$ cat config.mk
export PLATFORM = sky130hd
export DESIGN_NAME = ssdc_queue
export DESIGN_NICKNAME = d
export VERILOG_FILES = /design/src/hdl/ssdc_queue.sv
export SDC_FILE = /design/constraint.sdc
export NUM_CORES = 1
export LEC_CHECK = 0
export ABC_AREA = 1
export ABC_CLOCK_PERIOD_IN_PS = 2400
export BUFFER_PORTS_ARGS = -buffer_cell sky130_fd_sc_hd__buf_4
export CAP_MARGIN = 10
export CORE_ASPECT_RATIO = 1.25
export CORE_MARGIN = 2
export CORE_UTILIZATION = 40
export DETAILED_ROUTE_END_ITERATION = 8
export GPL_ROUTABILITY_DRIVEN = 0
export GPL_TIMING_DRIVEN = 0
export SYNTH_ARGS = -nofsm -noshare
export SYNTH_HDL_FRONTEND = slang
export SYNTH_SLANG_ARGS = --single-unit
$ cat constraint.sdc
create_clock -name clk_i -period 2.4 [get_ports clk_i]
set_input_delay 0.24 -clock clk_i [delete_from_list [all_inputs] [get_ports clk_i]]
set_output_delay 0.24 -clock clk_i [all_outputs]
set_load 0.01 [all_outputs]
$ cat src/hdl/ssdc_queue.sv
`default_nettype none
module ssdc_queue #(
  parameter int DEPTH = 4,
  parameter int WIDTH = 8
) (
  input  wire              clk_i,
  input  wire              rst_ni,
  input  wire              push_i,
  input  wire  [WIDTH-1:0] data_i,
  output logic             full_o,
  input  wire              pop_i,
  output logic             valid_o,
  output logic [WIDTH-1:0] data_o
);
  localparam int PTR_W = $clog2(DEPTH);
  localparam int CNT_W = $clog2(DEPTH + 1);

  logic [WIDTH-1:0] mem_q [DEPTH];
  logic [PTR_W-1:0] wr_q;
  logic [PTR_W-1:0] rd_q;
  logic [CNT_W-1:0] cnt_q;
  logic             do_push;
  logic             do_pop;

  assign full_o  = (cnt_q == CNT_W'(DEPTH));
  assign valid_o = (cnt_q != '0);
  assign data_o  = mem_q[rd_q];
  assign do_push = push_i && !full_o;
  assign do_pop  = pop_i && valid_o;

  // pointers and fill count
  always_ff @(posedge clk_i or negedge rst_ni) begin
    if (!rst_ni) begin
      wr_q  <= '0;
      rd_q  <= '0;
      cnt_q <= '0;
    end else begin
      if (do_push) wr_q <= (wr_q == PTR_W'(DEPTH - 1)) ? '0 : wr_q + PTR_W'(1);
      if (do_pop)  rd_q <= (rd_q == PTR_W'(DEPTH - 1)) ? '0 : rd_q + PTR_W'(1);
      if (do_push && !do_pop) cnt_q <= cnt_q + CNT_W'(1);
      else if (do_pop && !do_push) cnt_q <= cnt_q - CNT_W'(1);
    end
  end

  always_ff @(posedge clk_i) begin
    if (do_push) begin
      mem_q[wr_q] <= data_i;
    end
  end

`ifndef SYNTHESIS
  a_cnt_bound: assert property (@(posedge clk_i) disable iff (!rst_ni)
    cnt_q <= CNT_W'(DEPTH)) else $error("queue count overflow");
  a_cnt_up: assert property (@(posedge clk_i) disable iff (!rst_ni)
    (do_push && !do_pop) |=> cnt_q == $past(cnt_q) + CNT_W'(1))
    else $error("queue count missed a push");
  a_cnt_down: assert property (@(posedge clk_i) disable iff (!rst_ni)
    (do_pop && !do_push) |=> cnt_q == $past(cnt_q) - CNT_W'(1))
    else $error("queue count missed a pop");
`endif

endmodule
`default_nettype wire

Word level (Yosys, flattened, before mapping)

Memory sizes are Yosys's and may differ from the RTL's.
Index checks and enable logic that the tools add are counted.

$add $sub $neg: 4
Equality and inequality tests: 3
Multiplexer cells: 6
Reductions and logical operators: 9

Operators by type and width:

| cell                                                                | number |
|---|---|
| 3-bit 2-to-1 mux                                                    | 2 |
| 2-bit by 1-bit adder with 2-bit output (second input constant)      | 2 |
| 2-bit equality test (second input constant)                         | 2 |
| 1-bit logical AND                                                   | 4 |
| 2-bit 2-to-1 mux                                                    | 2 |
| 3-bit by 1-bit adder with 3-bit output (second input constant)      | 1 |
| 3-bit equality test (second input constant)                         | 1 |
| 1-bit logical NOT                                                   | 3 |
| 3-bit nonzero test                                                  | 1 |
| 3-bit by 1-bit subtractor with 3-bit output (second input constant) | 1 |
| 1-bit 2-to-1 mux                                                    | 2 |
| 2-bit nonzero test                                                  | 1 |

Register bits after elaboration: 7
Bits in writable memories: 32
Input bits: 12
Output and inout port bits: 10
Word-level logic and storage cells: 26
Memories kept: 1

Memory list:

| memory | words | width | rd ports | clocked after Yosys merged registers in | write ports | line | RTL |
|---|---|---|---|---|---|---|---|
| mem_q  | 4     | 8     | 1        | 0                                       | 1           | 18   | `logic [WIDTH-1:0] mem_q [DEPTH];` |

Depth between registers and ports, before layout

Depth after elaboration: 7
Depth in mapped cells: 12
Gate-level depth less buffers: 12

Worst setup path before layout

No wires, ideal clock.

Path kind: flip-flop to flip-flop
Start point: reg cnt_q[0]
End point: reg cnt_q[2]
Setup time: 0.117 ns
Arrival time: 1.532 ns
Required time: 2.283 ns
Setup slack: 0.751 ns
Cell stages (with the launch flop): 11
Path buffers: 0
Period minus slack after synthesis: 1.649 ns
Cells stage by stage: dfrtp_1 > inv_2 > nand3_2 > nand2_1 > ha_1 > inv_1 > fa_1 > nand2_1 > nand3_1 > nand2_1 > nand2_1

Elaborated cells on any way between the ends: 14
Classes of those cells: add/sub (2); eq/ne (1); mux (2); reduce/logical (9)

RTL lines:

| element                                                       | line | RTL |
|---|---|---|
| from (decl)                                                   | 21   | `logic [CNT_W-1:0] cnt_q;` |
| from (signal assigned)                                        | 40   | `if (do_push && !do_pop) cnt_q <= cnt_q + CNT_W'(1);` |
| from (signal assigned)                                        | 41   | `else if (do_pop && !do_push) cnt_q <= cnt_q - CNT_W'(1);` |
| 3-bit nonzero test *                                          | 26   | `assign valid_o = (cnt_q != '0);` |
| via valid_o                                                   | 12   | `output logic valid_o,` |
| 1-bit logical AND *                                           | 29   | `assign do_pop = pop_i && valid_o;` |
| 1-bit logical NOT                                             | 40   |  |
| 1-bit logical AND                                             | 40   |  |
| 3-bit 2-to-1 mux / 2-bit nonzero test (equally long branches) | -    |  |

Mark *: on every way through the listed nets, which the timed path passes. The rest lies on a longest branch. The select of a mux whose other input is x is not followed.
A chain may end at the register's enable or synchronous reset.

Worst setup path after layout

Start point: reg cnt_q[0]
End point: reg cnt_q[1]

Longest elaborated chain between the ends: 6
Elaborated cells on any way between the ends: 14
Classes of those cells: add/sub (2); eq/ne (1); mux (2); reduce/logical (9)

RTL lines:

| element                      | line | RTL |
|---|---|---|
| 3-bit equality test *        | 25   | `assign full_o = (cnt_q == CNT_W'(DEPTH));` |
| 1-bit logical NOT *          | 28   | `assign do_push = push_i && !full_o;` |
| 1-bit logical AND *          | 28   |  |
| via do_push                  | 22   | `logic do_push;` |
| 1-bit logical NOT            | 41   |  |
| 1-bit logical AND            | 41   |  |
| 2-bit nonzero test (no line) | -    |  |

Marks and branches as above.

==> results.md <==
STA:
- Setup repair after global routing left no endpoint under its margin.
- The count of endpoints failing setup in the final report is 0.
- The share of the clock period used by the worst path after layout is 75.66%.
- The worst relative slew slack is 46.77%.
- The total negative slack is 0 ps.
- The clock period minus final worst setup slack is 1816 ps.
- The count of pins over their slew limit was 0.
- The count of endpoints failing hold in the final timing report came to 0.
- Setup slack closes at 584.1 ps.
- Based on the critical path, the design can be clocked at up to 0.5507 GHz.
- At the pin with the least slew margin, the transition time is 795.5 ps.
- Clock skew on the completed layout was measured at 4.775 ps.

Yosys:
- The top cell type's share of synthesized area is 54.78%.
- The number of warnings printed during yosys synthesis is 0.
- Synthesis produced a netlist whose cell count is 153.
- By area the synthesized netlist is led by edfxtp_1, dfrtp_1, nand2_1, o211ai_1, inv_1.
- After synthesis the cells add up to 1754 µm².
- Of all cell types, the one taking the most synthesized area is edfxtp_1.
- The synthesized net count is 172.
- The share of synthesized area occupied by flip-flops and latches is 64.76%.
- After synthesis the netlist holds a flip-flop and latch count of 39.
- The netlist uses 17 different library cells.
- The synthesized area divided by synthesized cell count is 11.47 µm².

Floorplan:
- During I/O placement, the number of pins put on the boundary was 22.
- In this run the horizontal extent of the chip is 63.23 µm.
- In this run the vertical extent of the chip is 78.04 µm.
- For this configuration, the core starts out at a cell density of 42.13%.
- The core outline area is 4164 µm².
- The floorplan die area is 4934 µm².
- The count of standard-cell rows is 26.

Drt:
- The count of routing violations after the opening detailed-route iteration is 50.
- The DRC violations left is 0.
- The detailed-route wire length per cell is 13.63 µm.
- Detailed routing inserted a total of 1124 vias.
- The total length of routed wires is 3.257 mm.
- The average vias per placed instance is 4.703.
- Once detail routing completed, the nets flagged for antenna violations numbered 0.
- The length of the first detailed-routing pass in iterations is 4.

Place:
- The cell total after placement is 230.
- The post-detailed-placement cell area is 1982 µm².
- The half-perimeter wire length after placement is 2.295 mm.
- The port buffer count is 21.
- The worst setup slack before clock tree synthesis is 579.8 ps.

Finish:
- The fraction of final layout cells sized beyond drive strength 1 is 22.95%.
- The most common library cell in the layout ignoring fill and taps is nand2_1.
- In the layout the commonest cells are nand2_1, edfxtp_1, inv_1.
- The count of cells in the finished layout, fillers not included, comes to 239.
- After the last flow step, the layout net total stands at 201.
- The final non-filler cell area is 2076 µm².
- The area growth from synthesis to layout is 18.33%.
- The number of antenna diodes is 0.

Worst setup path:
- STA puts the critical path data required time at 2560 ps.
- STA classifies the critical path endpoint as a flop.
- STA classifies the critical path startpoint as a flop.
- The cell with the biggest individual delay on the critical path is dfrtp_1.
- The type of the setup path with the least slack is flop to flop.
- The critical path's most frequent cell is inv_2.
- The source of the critical timing path is cnt_q[0]$_DFFE_PN0P_.
- The worst register-to-register path begins at cnt_q[0]$_DFFE_PN0P_.
- The biggest fanout along the worst timing path is 7.
- The worst register-to-register path has a setup slack of 580 ps.
- STA puts the critical path data arrival time at 1980 ps.
- Walking the worst path, the cells encountered are inv_2 -> nand3_2 -> nand2_2 -> inv_2 -> ha_1 -> inv_1 -> fa_1 -> nand2_1 -> o21ai_0.
- The cell class contributing the biggest share of worst-path delay is adder cells.
- The critical path contains buffers and inverters numbering 3 combined.
- The delay of the slowest cell on the worst path is 430 ps.

Worst hold path:
- In this run the most critical hold path is launched from data_i[6].
- The class of the worst hold path is input port to flop.

Clock network:
- The clock insertion delay at the later pin of the skew report is 290 ps.
- The buffer type at the clock tree root is clkbuf_8.
- TritonCTS built the clock tree.
- The number of sinks driven by the clock tree is 39.
- The count of cells resized by post-cts repair is 0.
- After clock tree synthesis, the clock-pin slew on the worst setup and hold paths is 70 ps.
- The number of buffers added for setup after CTS is 0.
- The number of hold buffers added after CTS was 1.
- CTS built an H-tree with a depth of 2.
- The number of buffers created by CTS is 5.
- The longest clock path from root to sink contains 2 buffers.

Job:
- The count of max-cap constraint violations is 0.

GRT:
- The via count of the first global-routing pass was 1141.
- The global-route usage over all layers is 14.90%.
- After global routing the overflow that remains totals 0.
- The global-route wire length before repair is 5.375 mm.
- The initial antenna violation count is 0.
- Entering global routing, the biggest net connects 13 pins.

Power and ir drop:
- The total chip power is 2464 µW.
- The maximum vdd ir drop is 0.0004159 V.
- The cell leakage power is 0.0009145 µW.
- The power per cell area is 1187 nW/µm².

Outcome:
- The flow ran to the end, and the final reports show no timing, DRC or antenna violations.
-- sequential cells by signal, summed over array words and instances (netlist names) --
register / cells
cnt_q: 3
mem_q: 32
rd_q: 2
wr_q: 2
-- power breakdown --
group	total (µW)	switching (µW)	internal, µW
Sequential	994	82.8	912
Combinational	1050	610	445
Clock	415	216	198
-- cells by family after synthesis --
| group | synth area share, % |
|---|---|
| buf+inv | 9.486 |
| simple gates | 12.70 |
| fa+ha+maj | 5.421 |
| flops | 64.76 |
| xor+xnor | 0.4994 |
| compound gates | 7.133 |
-- path summary, 6_finish.rpt --
check	cells past startpoint	endpoint
hold reg to reg	2	wr_q[1]$_DFFE_PN0P_
setup reg to reg	9	cnt_q[1]$_DFFE_PN0P_
setup / recovery	9	cnt_q[1]$_DFFE_PN0P_
min in group asynchronous	2	rd_q[1]$_DFFE_PN0P_
max in group asynchronous	2	cnt_q[1]$_DFFE_PN0P_
hold / removal	1	mem_q[3][6]$_DFFE_PP_
-- worst register-to-register path, cell delays in order (launching register included) --
cell and delay [ps]:
dfrtp_1 430, inv_2 100, nand3_2 110, nand2_2 150, inv_2 50, ha_1 200
inv_1 80, fa_1 410, nand2_1 80, o21ai_0 80
-- synthesized netlist by cell type --
| master | n |
|---|---|
| nand4_1 | 1 |
| ha_1 | 6 |
| nor2_1 | 6 |
| inv_1 | 26 |
| nand3_1 | 5 |
| nand2_2 | 1 |
| inv_2 | 5 |
| fa_1 | 1 |
| o21ai_0 | 1 |
| xnor2_1 | 1 |
| edfxtp_1 | 32 |
| o211ai_1 | 16 |
| dfrtp_1 | 7 |
| nand2_1 | 38 |
| buf_2 | 1 |
| buf_6 | 4 |
| nand3_2 | 2 |
-- per-layer routing --
layer	global-route usage [%]	vias up	wire length [µm]
met5	0	-	0
met4	6.522	0	61
met3	4.441	6	131
met2	26.91	22	1748
met1	16.01	532	1316
li1	-	564	-
-- cell type report --
class / instances / area, µm²
plain buffers: 5 / 50.05
clock buffers: 5 / 68.82
clock inverters: 3 / 15.01
fillers: 406 / 2088
inverters: 31 / 116.4
multi-input cells: 78 / 451.7
flip-flops and latches: 39 / 1136
well taps: 56 / 70.07
repair buffers: 22 / 167.7
-- per-stage QoR --
stage,utilization (%),hold slack (ps)
6_report,49.85,149.7
2_1_floorplan,-,-55.59
5_1_grt,49.85,137.3
3_5_place_dp,47.60,58.43
4_1_cts,49.85,139.6
3_3_place_gp,47.60,56.24
Note: power is estimated with default switching activity, not from simulation.
