==> src/hdl/ssdc_pkg.sv <==
`default_nettype none
package ssdc_pkg;

  // grid and field widths
  localparam int GRID_POINTS = 9;
  localparam int GIDX_W      = 4;
  localparam int CMD_W       = 16;
  localparam int SPD_W       = 16;
  localparam int FRAC_W      = 13;
  localparam int TAB_W       = 9;
  localparam int EFF_W       = 17;
  localparam int CFG_W       = 16;
  localparam int WHEELS      = 4;

  // register indexes
  localparam logic REG_P_GAIN       = 1'b0;
  localparam logic REG_EFFORT_LIMIT = 1'b1;
  localparam logic [CFG_W-1:0] EFFORT_LIMIT_RST = 16'd5000;

  // mixing constants: 2000*lin +- 1500*ang over 270
  localparam logic [10:0] LIN_MIX   = 11'd2000;
  localparam logic [10:0] TRACK_MM  = 11'd1500;
  localparam logic [8:0]  WHEEL_DIA = 9'd270;
  localparam logic [6:0]  TAB_SCALE = 7'd100;

  localparam logic signed [CMD_W-1:0] CMD_ONE = 16'sd16384;

  localparam logic signed [CMD_W-1:0] GRID_Q14 [GRID_POINTS] = '{
    -16'sd16384, -16'sd11469, -16'sd6554, -16'sd3277, 16'sd0,
    16'sd3277, 16'sd6554, 16'sd11469, 16'sd16384
  };

  // linear velocity, hundredths of m/s, [throttle][steering]
  localparam logic signed [TAB_W-1:0] LIN_TAB [GRID_POINTS][GRID_POINTS] = '{
    '{-9'sd80, -9'sd132, -9'sd177, -9'sd182, -9'sd200, -9'sd182, -9'sd177, -9'sd132, -9'sd80},
    '{-9'sd77, -9'sd87, -9'sd97, -9'sd92, -9'sd105, -9'sd92, -9'sd97, -9'sd87, -9'sd77},
    '{-9'sd35, -9'sd27, -9'sd27, -9'sd30, -9'sd30, -9'sd30, -9'sd27, -9'sd27, -9'sd35},
    '{-9'sd10, -9'sd10, -9'sd7, 9'sd0, 9'sd0, 9'sd0, -9'sd7, -9'sd10, -9'sd10},
    '{9'sd0, 9'sd0, 9'sd0, 9'sd0, 9'sd0, 9'sd0, 9'sd0, 9'sd0, 9'sd0},
    '{9'sd12, 9'sd10, 9'sd10, 9'sd0, 9'sd0, 9'sd0, 9'sd10, 9'sd10, 9'sd12},
    '{9'sd22, 9'sd30, 9'sd25, 9'sd32, 9'sd35, 9'sd32, 9'sd25, 9'sd30, 9'sd22},
    '{9'sd52, 9'sd85, 9'sd102, 9'sd110, 9'sd110, 9'sd110, 9'sd102, 9'sd85, 9'sd52},
    '{9'sd75, 9'sd125, 9'sd190, 9'sd207, 9'sd210, 9'sd207, 9'sd190, 9'sd125, 9'sd75}
  };

  // angular velocity, hundredths of rad/s, [throttle][steering]
  localparam logic signed [TAB_W-1:0] ANG_TAB [GRID_POINTS][GRID_POINTS] = '{
    '{-9'sd100, -9'sd40, -9'sd17, -9'sd3, 9'sd0, 9'sd3, 9'sd17, 9'sd40, 9'sd100},
    '{-9'sd95, -9'sd40, -9'sd23, -9'sd3, 9'sd0, 9'sd3, 9'sd23, 9'sd40, 9'sd95},
    '{-9'sd122, -9'sd40, -9'sd17, -9'sd2, 9'sd0, 9'sd2, 9'sd17, 9'sd40, 9'sd122},
    '{-9'sd140, -9'sd30, -9'sd2, 9'sd0, 9'sd0, 9'sd0, 9'sd2, 9'sd30, 9'sd140},
    '{-9'sd150, -9'sd30, 9'sd0, 9'sd0, 9'sd0, 9'sd0, 9'sd0, 9'sd30, 9'sd150},
    '{-9'sd172, -9'sd32, -9'sd2, 9'sd0, 9'sd0, 9'sd0, 9'sd2, 9'sd32, 9'sd172},
    '{-9'sd150, -9'sd47, -9'sd14, -9'sd2, 9'sd0, 9'sd2, 9'sd14, 9'sd47, 9'sd150},
    '{-9'sd122, -9'sd67, -9'sd22, -9'sd4, 9'sd0, 9'sd4, 9'sd22, 9'sd67, 9'sd122},
    '{-9'sd107, -9'sd72, -9'sd25, -9'sd6, 9'sd0, 9'sd6, 9'sd25, 9'sd72, 9'sd107}
  };

  typedef logic [WHEELS-1:0][SPD_W-1:0] speeds_t;

  // classified item passed from front to back
  typedef struct packed {
    logic [GIDX_W-1:0] ti;
    logic [GIDX_W-1:0] si;
    logic [FRAC_W-1:0] ft;
    logic [FRAC_W-1:0] fs;
    logic [FRAC_W-1:0] dt;
    logic [FRAC_W-1:0] ds;
    speeds_t           spd;
  } item_t;

endpackage
`default_nettype wire

==> src/hdl/ssdc_front.sv <==
`default_nettype none
module ssdc_front (
  input  wire                              clk_i,
  input  wire                              rst_ni,
  input  wire                              in_valid_i,
  output logic                             in_ready_o,
  input  wire  signed [ssdc_pkg::CMD_W-1:0] throttle_i,
  input  wire  signed [ssdc_pkg::CMD_W-1:0] steering_i,
  input  wire  ssdc_pkg::speeds_t          spd_i,
  output logic                             push_o,
  input  wire                              full_i,
  output ssdc_pkg::item_t                  item_o
);
  import ssdc_pkg::*;

  logic            f_valid_q;
  item_t           item_q;
  item_t           item_d;
  logic signed [CMD_W-1:0] t_sat;
  logic signed [CMD_W-1:0] s_sat;
  logic [GIDX_W-1:0] tc;
  logic [GIDX_W-1:0] sc;
  logic signed [CMD_W-1:0] t_off;
  logic signed [CMD_W-1:0] s_off;
  logic signed [CMD_W-1:0] t_span;
  logic signed [CMD_W-1:0] s_span;

  // saturate commands and find the grid cell of each
  always_comb begin
    t_sat = throttle_i;
    if (throttle_i > CMD_ONE) t_sat = CMD_ONE;
    if (throttle_i < -CMD_ONE) t_sat = -CMD_ONE;
    s_sat = steering_i;
    if (steering_i > CMD_ONE) s_sat = CMD_ONE;
    if (steering_i < -CMD_ONE) s_sat = -CMD_ONE;
    tc = '0;
    sc = '0;
    for (int k = 1; k < GRID_POINTS - 1; k++) begin
      if (t_sat >= GRID_Q14[k]) tc = GIDX_W'(k);
      if (s_sat >= GRID_Q14[k]) sc = GIDX_W'(k);
    end
    t_off  = t_sat - GRID_Q14[tc];
    s_off  = s_sat - GRID_Q14[sc];
    t_span = GRID_Q14[tc + GIDX_W'(1)] - GRID_Q14[tc];
    s_span = GRID_Q14[sc + GIDX_W'(1)] - GRID_Q14[sc];
    item_d.ti  = tc;
    item_d.si  = sc;
    item_d.ft  = t_off[FRAC_W-1:0];
    item_d.fs  = s_off[FRAC_W-1:0];
    item_d.dt  = t_span[FRAC_W-1:0];
    item_d.ds  = s_span[FRAC_W-1:0];
    item_d.spd = spd_i;
  end

  // one holding stage in front of the queue
  assign in_ready_o = !f_valid_q || !full_i;
  assign push_o     = f_valid_q && !full_i;
  assign item_o     = item_q;

  always_ff @(posedge clk_i or negedge rst_ni) begin
    if (!rst_ni) begin
      f_valid_q <= 1'b0;
    end else if (in_valid_i && in_ready_o) begin
      f_valid_q <= 1'b1;
    end else if (push_o) begin
      f_valid_q <= 1'b0;
    end
  end

  always_ff @(posedge clk_i) begin
    if (in_valid_i && in_ready_o) begin
      item_q <= item_d;
    end
  end

endmodule
`default_nettype wire

==> config.mk <==
export PLATFORM = sky130hd
export DESIGN_NAME = ssdc_front
export DESIGN_NICKNAME = d
export VERILOG_FILES = /design/src/hdl/ssdc_pkg.sv /design/src/hdl/ssdc_front.sv
export SDC_FILE = /design/constraint.sdc
export NUM_CORES = 1
export LEC_CHECK = 0
export BUFFER_PORTS_ARGS = -buffer_cell sky130_fd_sc_hd__clkbuf_2
export CORE_MARGIN = 5
export CORE_UTILIZATION = 52
export DETAILED_ROUTE_END_ITERATION = 8
export PLACE_DENSITY = 0.81
export SETUP_SLACK_MARGIN = 0.15
export SYNTH_ARGS = -nofsm -noshare
export SYNTH_HDL_FRONTEND = slang
export SYNTH_SLANG_ARGS = --single-unit
==> constraint.sdc <==
create_clock -name clk_i -period 5.75 [get_ports clk_i]
set_clock_uncertainty 0.2 [all_clocks]
set_input_delay 0.575 -clock clk_i [delete_from_list [all_inputs] [get_ports clk_i]]
set_output_delay 0.575 -clock clk_i [all_outputs]
set_load 0.03 [all_outputs]
# Yosys cells after proc, flatten, opt, wreduce, memory -nomap -nowiden
# Memories as Yosys holds them, arrays and structs flattened.
# Cells that the tools add are included.
dict set report totals {
  mem_bits_ro 1024
  n_memories 4
  ff_bits 125
}
dict set report op_classes {
  order_cmp 22
  n_reduce_logical 6
  muxes 28
  bitwise 4
  addsub 6
}
# name depth width rd rd_ports_with_merged_regs write_ports line_no
set mem_list {}
lappend mem_list {{(name not given)} 16 16 1 0 0 ssdc_front.sv:45} ;# s_span = GRID_Q14[sc + GIDX_W'(1)] - GRID_Q14[sc];
lappend mem_list {{(name not given)} 16 16 1 0 0 ssdc_front.sv:45}
lappend mem_list {{(name not given)} 16 16 1 0 0 ssdc_front.sv:44} ;# t_span = GRID_Q14[tc + GIDX_W'(1)] - GRID_Q14[tc];
lappend mem_list {{(name not given)} 16 16 1 0 0 ssdc_front.sv:44}
# operator n
set ops {}
lappend ops {{13-bit two-way mux} 8}
lappend ops {{16-bit by 13-bit greater-or-equal comparator with 1-bit output, second input constant} 4}
lappend ops {{16-bit by 14-bit greater-or-equal comparator with 1-bit output, second input constant} 4}
lappend ops {{16-bit by 15-bit greater-or-equal comparator with 1-bit output, second input constant} 4}
lappend ops {{16-bit two-way mux} 4}
lappend ops {{13-bit subtractor} 4}
lappend ops {{4-bit two-way mux} 12}
lappend ops {{16-bit by 1-bit greater-or-equal comparator with 1-bit output, second input constant} 2}
lappend ops {{16-bit greater-than comparator, second input constant} 2}
lappend ops {{16-bit by 15-bit < comparator with 1-bit output, second input constant} 2}
lappend ops {{5-bit greater-or-equal comparator, second input constant} 4}
lappend ops {{4-bit NOT with 5-bit output} 4}
lappend ops {{4-bit by 1-bit adder with 4-bit output, second input constant} 2}
lappend ops {{1-bit two-way mux} 4}
lappend ops {{1-bit logical AND} 2}
lappend ops {{1-bit logical NOT} 2}
lappend ops {{2-bit nonzero test} 1}
lappend ops {{1-bit logical OR} 1}

# Longest topological paths before layout
# Gate-level depths: netlist of the first run.
dict set report logic_depth {
  depth_word 17
  ltp_mapped 19
  depth_no_buf 18
}

# Least setup slack after synthesis of the first run
# No wires, ideal clock.
dict set report synth_path {
  kind {input-to-reg}
  start {in throttle_i[14] (netlist name)}
  end {reg item_q, in the netlist item_o[115], data pin}
  stages 18
  slack_ns 1.384
  t_arrival_ns 3.897
  path_cell_list {buf_6 -> xnor2_4 -> a311o_1 -> nand4_1 -> a21boi_1 -> o311ai_0 -> nand2_1 -> ha_1 -> fa_1 -> nor2b_1 -> o21ai_0 -> a21boi_0 -> o21a_1 -> o22ai_2 -> o211ai_2 -> a31o_1 -> a21oi_2 -> xor3_1}
}
dict set report synth_via {
  elab_chain_cells 16
}
# item line_no
set synth_rtl {}
lappend synth_rtl {{start: declaration} ssdc_front.sv:7} ;# input wire signed [ssdc_pkg::CMD_W-1:0] throttle_i,
lappend synth_rtl {{16-bit greater-than comparator} ssdc_front.sv:31} ;# if (throttle_i > CMD_ONE) t_sat = CMD_ONE;
lappend synth_rtl {{16-bit two-way mux} ssdc_front.sv:31}
lappend synth_rtl {{16-bit two-way mux *} ssdc_front.sv:32} ;# if (throttle_i < -CMD_ONE) t_sat = -CMD_ONE;
lappend synth_rtl {{16-bit by 15-bit greater-or-equal comparator with 1-bit output} ssdc_front.sv:39} ;# if (t_sat >= GRID_Q14[k]) tc = GIDX_W'(k);
lappend synth_rtl {{1-bit two-way mux} ssdc_front.sv:39}
lappend synth_rtl {{4-bit two-way mux (5 in series)} ssdc_front.sv:39}
lappend synth_rtl {{4-bit two-way mux *} ssdc_front.sv:39}
lappend synth_rtl {{net tc[0]} ssdc_front.sv:21} ;# logic [GIDX_W-1:0] tc;
lappend synth_rtl {{4-bit NOT with 5-bit output (implied by the code) *} ssdc_front.sv:42} ;# t_off = t_sat - GRID_Q14[tc];
lappend synth_rtl {{memory read 16 x 16 bit *} -}
lappend synth_rtl {{13-bit two-way mux * (2 in series)} -}
lappend synth_rtl {{13-bit subtractor *} ssdc_front.sv:42}
lappend synth_rtl {{net t_off[12]} ssdc_front.sv:23} ;# logic signed [CMD_W-1:0] t_off;
lappend synth_rtl {{end signal: assignment} ssdc_front.sv:72} ;# item_q <= item_d;
lappend synth_rtl {{end: declaration} ssdc_front.sv:17} ;# item_t item_q;
# Mark *: on every way through the listed nets, which the timed path passes. The rest lies on a longest branch. The select of a mux whose other input is x is not followed.
# A chain may end at the register's enable or synchronous reset.

# Final worst setup path of the first run
dict set report layout_path {
  start {in throttle_i[14] (netlist name)}
  end {reg item_q, in the netlist item_o[115], data pin}
}
dict set report layout_via {
  elab_chain_cells 16
}
# item line_no
set layout_rtl {}
lappend layout_rtl {{16-bit greater-than comparator} ssdc_front.sv:31}
lappend layout_rtl {{16-bit two-way mux} ssdc_front.sv:31}
lappend layout_rtl {{16-bit two-way mux *} ssdc_front.sv:32}
lappend layout_rtl {{16-bit by 15-bit greater-or-equal comparator with 1-bit output} ssdc_front.sv:39}
lappend layout_rtl {{1-bit two-way mux} ssdc_front.sv:39}
lappend layout_rtl {{4-bit two-way mux (6 in series)} ssdc_front.sv:39}
lappend layout_rtl {{4-bit NOT with 5-bit output (implied by the code)} ssdc_front.sv:42}
lappend layout_rtl {{memory read 16 x 16 bit} -}
lappend layout_rtl {{13-bit two-way mux (2 in series)} -}
lappend layout_rtl {{13-bit subtractor *} ssdc_front.sv:42}
lappend layout_rtl {{net t_off[12]} ssdc_front.sv:23}
# Marks and branches as above.

==> flow_summary_export.csv, run 1 <==
group,metric,value,unit
sta,drv_slew,0,
final_layout,area_growth_syn_to_layout,23.48,%
critical_path,crit_buf_inv,2,
power_and_ir_drop,p_sw_share,33.29,%
drt,first_pass_iters,4,
clock_tree,clk_pin_slew_worst_paths,0.12,ns
power_and_ir_drop,p_int,1.322,mW
grt,grt_usage,22.07,%
critical_path,arrival,4.65,ns
sta,setup_tns,0,ns
critical_path,reg2reg_from,"f_valid_q",
drt,drc,0,
sta,fmax,0.2120,GHz
synth,ys_types,68,
sta,maxSlewHeadroom,46.26,%
critical_path,cp_slowest_cell,"o311ai_0",
clock_tree,clk_latency,0.36,ns
critical_path,worstSetupPathType,"input port to register",
clock_tree,cts_sinks,109,
final_layout,final_util,66.03,%
placement,gp_congestion,0.8988,
grt,grt_overflow,0,
sta,setup_violations,0,
die,core_area,0.01032,mm^2
critical_path,slowest_delay,0.52,ns
min_path,worstHoldStart,"spd_i[29]",
clock_tree,cts_buffers,9,
clock_tree,root_buffer,"clkbuf_8",
placement,dp_hpwl,11780,um
critical_path,rr_worst_depth,3,
grt,antenna_found_initial,1,
clock_tree,holdBufCountCts,1,
final_layout,layout.nets,765,
synth,synth_edf_count,108,
critical_path,end_kind,"register",
sta,tightest_slew,0.8061,ns
synth,synth_seq_cells,109,
die,die_x,113.0,um
grt,first_global_vias,4067,
sta,hold_viol_final,0,
grt,grt_pass1_wl,22020,um
critical_path,cp-startpoint,"throttle_i[14]",
synth,avgSynthCellArea,12.81,um^2
sta,min_period,4.717,ns
clock_tree,postCtsSetupBuffers,0,
critical_path,startpoint_type,"input port",
critical_path,critPathMaxFanout,19,
clock_tree,htreeDepth,3,
die,initial_utilization,53.47,%
power_and_ir_drop,p_per_area,290.8,mW/mm^2
power_and_ir_drop,pwr-share-seq,49.5,%
critical_path,worstPathCellList,"clkbuf_2, xnor2_4, a311o_1, nand4_1, a21boi_1, o311ai_0, nand2_1, inv_1, ha_1, nor2b_1, o21ai_0, a21boi_0, o21a_1, o22ai_2, o211ai_2, a31o_1, a21oi_2, xor3_1",
min_path,hold_class,"input port to register",
clock_tree,cts_tree,"done",
synth,synth_area,0.005520,mm^2
sta,grt_setup_unrepaired,"no",
grt,grt_start_max_net_pins,66,
synth,seq_area_frac_synth,59.20,%
synth,ys_warn_count,0,
die,io_pins,226,
drt,drtIter0Drc,339,
synth,async_flop_share,0.9174,%
die,std_cell_rows,37,
drt,vias,4200,
status,status,"completed",
power_and_ir_drop,ir_drop,132.5,uV
drt,wl_per_cell,18.65,um
critical_path,r2r-end,"item_o[38]",
final_layout,drive_above_1_share,40.71,%
die,die_h,113.0,um
power_and_ir_drop,combPwrFrac,27.5,%
die,dieArea,0.01278,mm^2
critical_path,cp.required,5.68,ns
drt,routed_via_density,5.371,
clock_tree,cts_resized,0,
synth,synth_cells,431,
power_and_ir_drop,p_sw,0.6598,mW
synth,synthFlopType,"edfxtp_1",
power_and_ir_drop,clockPowerShare,23.0,%
min_path,worstHoldPathCells,1,
final_layout,diodes,0,
critical_path,crit_family,"compound AO/OA/AOI/OAI gates",
drt,wirelength,14590,um
critical_path,r2r_slack,3.37,ns
drt,antenna_left,0,
flow_run,maxCapViolations,0,
min_path,hold_path_end,"item_o[29]",
clock_tree,clockBufferDepth,2,
sta,fin_crit_sh,82.04,%
placement,io_buffers,223,
power_and_ir_drop,p_leak,2.975,nW
[cells by family after synthesis]
kind of cell | share of synthesized area, %
buffers and inverters | 5.530
other | 0.1360
XOR/XNOR | 4.556
AO/OA/AOI/OAI | 13.08
flip-flops | 59.20
AND/OR/NAND/NOR | 11.58
adder cells (fa/ha/maj) | 5.916
[synthesized netlist by cell type (4+ instances only)]
master / n / area [um^2]
nor2_1: 27 / 101.4
nand2_1: 28 / 105.1
nand4_1: 6 / 37.54
ha_1: 22 / 275.3
a211oi_1: 9 / 67.56
o211ai_1: 9 / 67.56
and2_1: 18 / 112.6
xor2_1: 7 / 61.31
o21ai_0: 13 / 65.06
nor4_1: 5 / 31.28
xnor2_1: 14 / 122.6
edfxtp_1: 108 / 3243
a21o_1: 5 / 37.54
buf_4: 20 / 150.1
nand2b_1: 7 / 43.79
nand3_1: 6 / 30.03
nor2b_1: 7 / 43.79
a21oi_1: 21 / 105.1
inv_1: 24 / 90.09
buf_6: 4 / 45.04
[worst reg2reg max path, cell delays in order, from the launching register on]
cell,delay (ns)
dfrtp_1,0.39
nand2_1,0.12
and2_4,0.69
buf_4,0.61
[routing by layer]
layer  wire length [um]  GRT usage, %  up-vias
met3               1091         4.599       32
li1                   -             -     2008
met4                430         8.173        2
met5                 13             0        -
met2               7327         38.98      189
met1               5721         26.61     1969
[power by group through the flow]
stage	logic, mW	registers [mW]	clock network, mW
global route	0.588	0.988	0.507
detailed placement	0.545	1.00	0
floorplan	0.267	1.13	0
finish	0.545	0.982	0.455
global placement	0.535	0.998	0
CTS	0.549	0.983	0.465
[stage by stage]
stage / hold WS [ns] / cells / total power, mW / cell area, um^2 / setup slack [ns]
floorplan: 0.07941 / 433 / 1.393 / 5528 / 1.384
global placement: 0.1508 / 765 / 1.533 / 6609 / 0.8211
detailed placement: 0.1513 / 765 / 1.545 / 6609 / 0.7037
CTS: 0.1471 / 782 / 1.996 / 6817 / 1.050
global route: 0.1287 / 782 / 2.083 / 6817 / 0.7536
finish: 0.1610 / 782 / 1.982 / 6817 / 1.033
[cell usage in the layout, fill, tap and decap left out, drive strengths merged, types with 15 or more instances in the layout]
cell type  count
xnor2         16
o21ai         15
nor2          28
inv           28
nand2         28
and2          22
a21oi         23
ha            22
clkbuf       232
edfxtp       108
[sequential cells by signal, indices dropped and copies added (netlist names)]
name and count:
item_o 108, f_valid_q 1
[how the worst max path moves through the flow]
stage / depth (start not counted) / end / slack (ns)
6_report: 18 / item_o[115] / 1.03
3_5_place_dp: 18 / item_o[115] / 0.70
4_1_cts: 18 / item_o[115] / 1.05
5_1_grt: 18 / item_o[115] / 0.75
3_3_place_gp: 18 / item_o[115] / 0.82
2_1_floorplan: 18 / item_o[115] / 1.38
[layout make-up]
type                    instances  area (um^2)
multi-input cells             272         1957
repair buffers                225         1134
clock buffers                   9        123.9
fillers                       781         3507
well taps                     136        170.2
inverters                      24        90.09
flip-flops and latches        109         3268
clock inverters                 7        73.82
No activity file was read; power rests on OpenSTA's default activity.
==> inputs of run 2 (changes only) <==
--- a/config.mk
+++ b/config.mk
@@ -7,9 +7,9 @@
 export LEC_CHECK = 0
 export BUFFER_PORTS_ARGS = -buffer_cell sky130_fd_sc_hd__clkbuf_2
 export CORE_MARGIN = 5
-export CORE_UTILIZATION = 52
+export CORE_UTILIZATION = 44
 export DETAILED_ROUTE_END_ITERATION = 8
-export PLACE_DENSITY = 0.81
+export PLACE_DENSITY = 0.73
 export SETUP_SLACK_MARGIN = 0.15
 export SYNTH_ARGS = -nofsm -noshare
 export SYNTH_HDL_FRONTEND = slang
==> constraint.sdc (replaced) <==
create_clock -name clk_i -period 4.2 [get_ports clk_i]
set_clock_uncertainty 0.2 [all_clocks]
set_input_delay 0.42 -clock clk_i [delete_from_list [all_inputs] [get_ports clk_i]]
set_output_delay 0.42 -clock clk_i [all_outputs]
set_load 0.03 [all_outputs]
==> flow_summary_export.csv, run 2 (synthesis gave the netlist of run 1 again) <==
group,metric,value,unit
critical_path,cp-startpoint,"steering_i[2]",
die,initial_utilization,44.28,%
power_and_ir_drop,fin_total_pwr,3.077,mW
status,status,"completed",
final_layout,layout.nets,830,
placement,dp_cells,866,
drt,first_pass_iters,4,
critical_path,critPathMaxFanout,3,
grt,grt_start_max_net_pins,88,
clock_tree,htreeDepth,3,
final_layout,final_common_cell,"clkbuf_2",
clock_tree,clockBufferDepth,2,
drt,routed_via_density,4.943,
critical_path,end_kind,"register",
critical_path,crit_buf_inv,2,
drt,drc,0,
sta,setup_violations,0,
sta,min_period,3.836,ns
sta,grt_setup_unrepaired,"no",
placement,place_area,0.007174,mm^2
clock_tree,root_buffer,"clkbuf_16",
power_and_ir_drop,p_per_area,406.3,mW/mm^2
critical_path,cp_slowest_cell,"a2111o_1",
critical_path,worstSetupPathType,"input port to register",
final_layout,final_cell_mix,"clkbuf_2, edfxtp_1, buf_4",
critical_path,arrival,3.74,ns
sta,fmax,0.2607,GHz
critical_path,slowest_delay,0.44,ns
final_layout,diodes,0,
die,io_pins,226,
final_layout,largest_reg_flops,108,
clock_tree,clk_pin_slew_worst_paths,0.08,ns
sta,drv_slew,0,
power_and_ir_drop,ir_drop,214.3,uV
drt,vias,4365,
power_and_ir_drop,p_leak,3.368,nW
clock_tree,clk_latency,0.35,ns
clock_tree,cts_sinks,109,
sta,setup_tns,0,ns
grt,grt_usage,18.24,%
final_layout,drive_above_1_share,47.68,%
critical_path,crit_family,"compound AO/OA/AOI/OAI gates",
die,std_cell_rows,41,
critical_path,worstPathCellList,"clkbuf_2, a211oi_1, o211ai_1, nor2b_1, a2111oi_1, buf_4, or2_1, ha_1, nor2b_2, o31a_1, o21ai_0, nand2b_1, a2111o_1, nand2_1, o2111ai_1, a21oi_1, xnor2_1",
clock_tree,postCtsSetupBuffers,0,
clock_tree,cts_tree,"done",
grt,antenna_found_initial,0,
grt,grt_overflow,0,
die,dieArea,0.01489,mm^2
critical_path,startpoint_type,"input port",
placement,dp_hpwl,11450,um
final_layout,area_growth_syn_to_layout,37.22,%
grt,grt_pass1_wl,21500,um
placement,gp_congestion,0.9190,
critical_path,reg2reg_from,"f_valid_q",
final_layout,fin_area,0.007575,mm^2
critical_path,cp.required,4.10,ns
final_layout,stdcell_count,883,
placement,io_buffers,223,
die,die_x,122.0,um
sta,hold_viol_final,0,
die,die_h,122.0,um
min_path,worstHoldStart,"spd_i[25]",
drt,antenna_left,0,
drt,wl_per_cell,16.20,um
min_path,hold_class,"input port to register",
drt,drtIter0Drc,253,
grt,first_global_vias,4389,
clock_tree,cts_buffers,9,
flow_run,maxCapViolations,0,
die,core_area,0.01247,mm^2
sta,fin_crit_sh,91.32,%
drt,wirelength,14310,um
run 2: changes by cell type in the layout (fill, tap and decap cells not counted), sizes merged:
cell    delta
buf       +65
bufinv     +1
clkinv     -1
run 2: area by class of cell:
cell class              instances  area (um^2)
well taps                     172        215.2
multi-input cells             272         2032
flip-flops and latches        109         3268
clock buffers                   9        225.2
inverters                      24        90.09
repair buffers                290         1647
clock inverters                 7        97.59
fillers                      1055         4891
run 2: per-layer routing:
layer	track usage, %	vias to the layer above	wire length, um
li1	-	2139	-
met2	31.15	161	7149
met3	3.435	24	1056
met1	22.67	2041	5771
met4	7.773	0	331
met5	0	-	0
run 2: path summary, 6_finish.rpt:
kind,end,cells past startpoint,slack [ns]
max in group asynchronous,f_valid_q,2,3.53
setup / recovery,item_o[102],17,0.36
min in group asynchronous,f_valid_q,2,0.18
hold reg to reg,f_valid_q,2,0.35
hold / removal,item_o[25],1,0.04
setup reg to reg,item_o[64],3,2.32
run 2: power breakdown:
| part | switching (mW) | total, mW | internal [mW] |
|---|---|---|---|
| clock network | 0.411 | 0.895 | 0.483 |
| logic | 0.511 | 0.840 | 0.328 |
| registers | 0.0250 | 1.34 | 1.32 |
| total | 0.948 | 3.08 | 2.13 |
run 2: through the flow:
| stage | utilization, % | setup WS, ns | hold slack, ns |
|---|---|---|---|
| finish | 60.76 | 0.3645 | 0.03795 |
| global route | 60.76 | 0.1360 | 0.01914 |
| CTS | 60.22 | 0.2367 | 0.02219 |
| detailed placement | 57.55 | -0.1447 | -0.0009308 |
| global placement | 57.55 | -0.05805 | -0.002494 |
| floorplan | - | 0.1684 | -0.07559 |
run 2: what timing repair did:
item                                    4_1_cts  5_1_grt
hold buffers                                  1        0
hold endpoints to repair                      1        0
endpoints found under the setup margin        0        9
resized for setup                             0       17
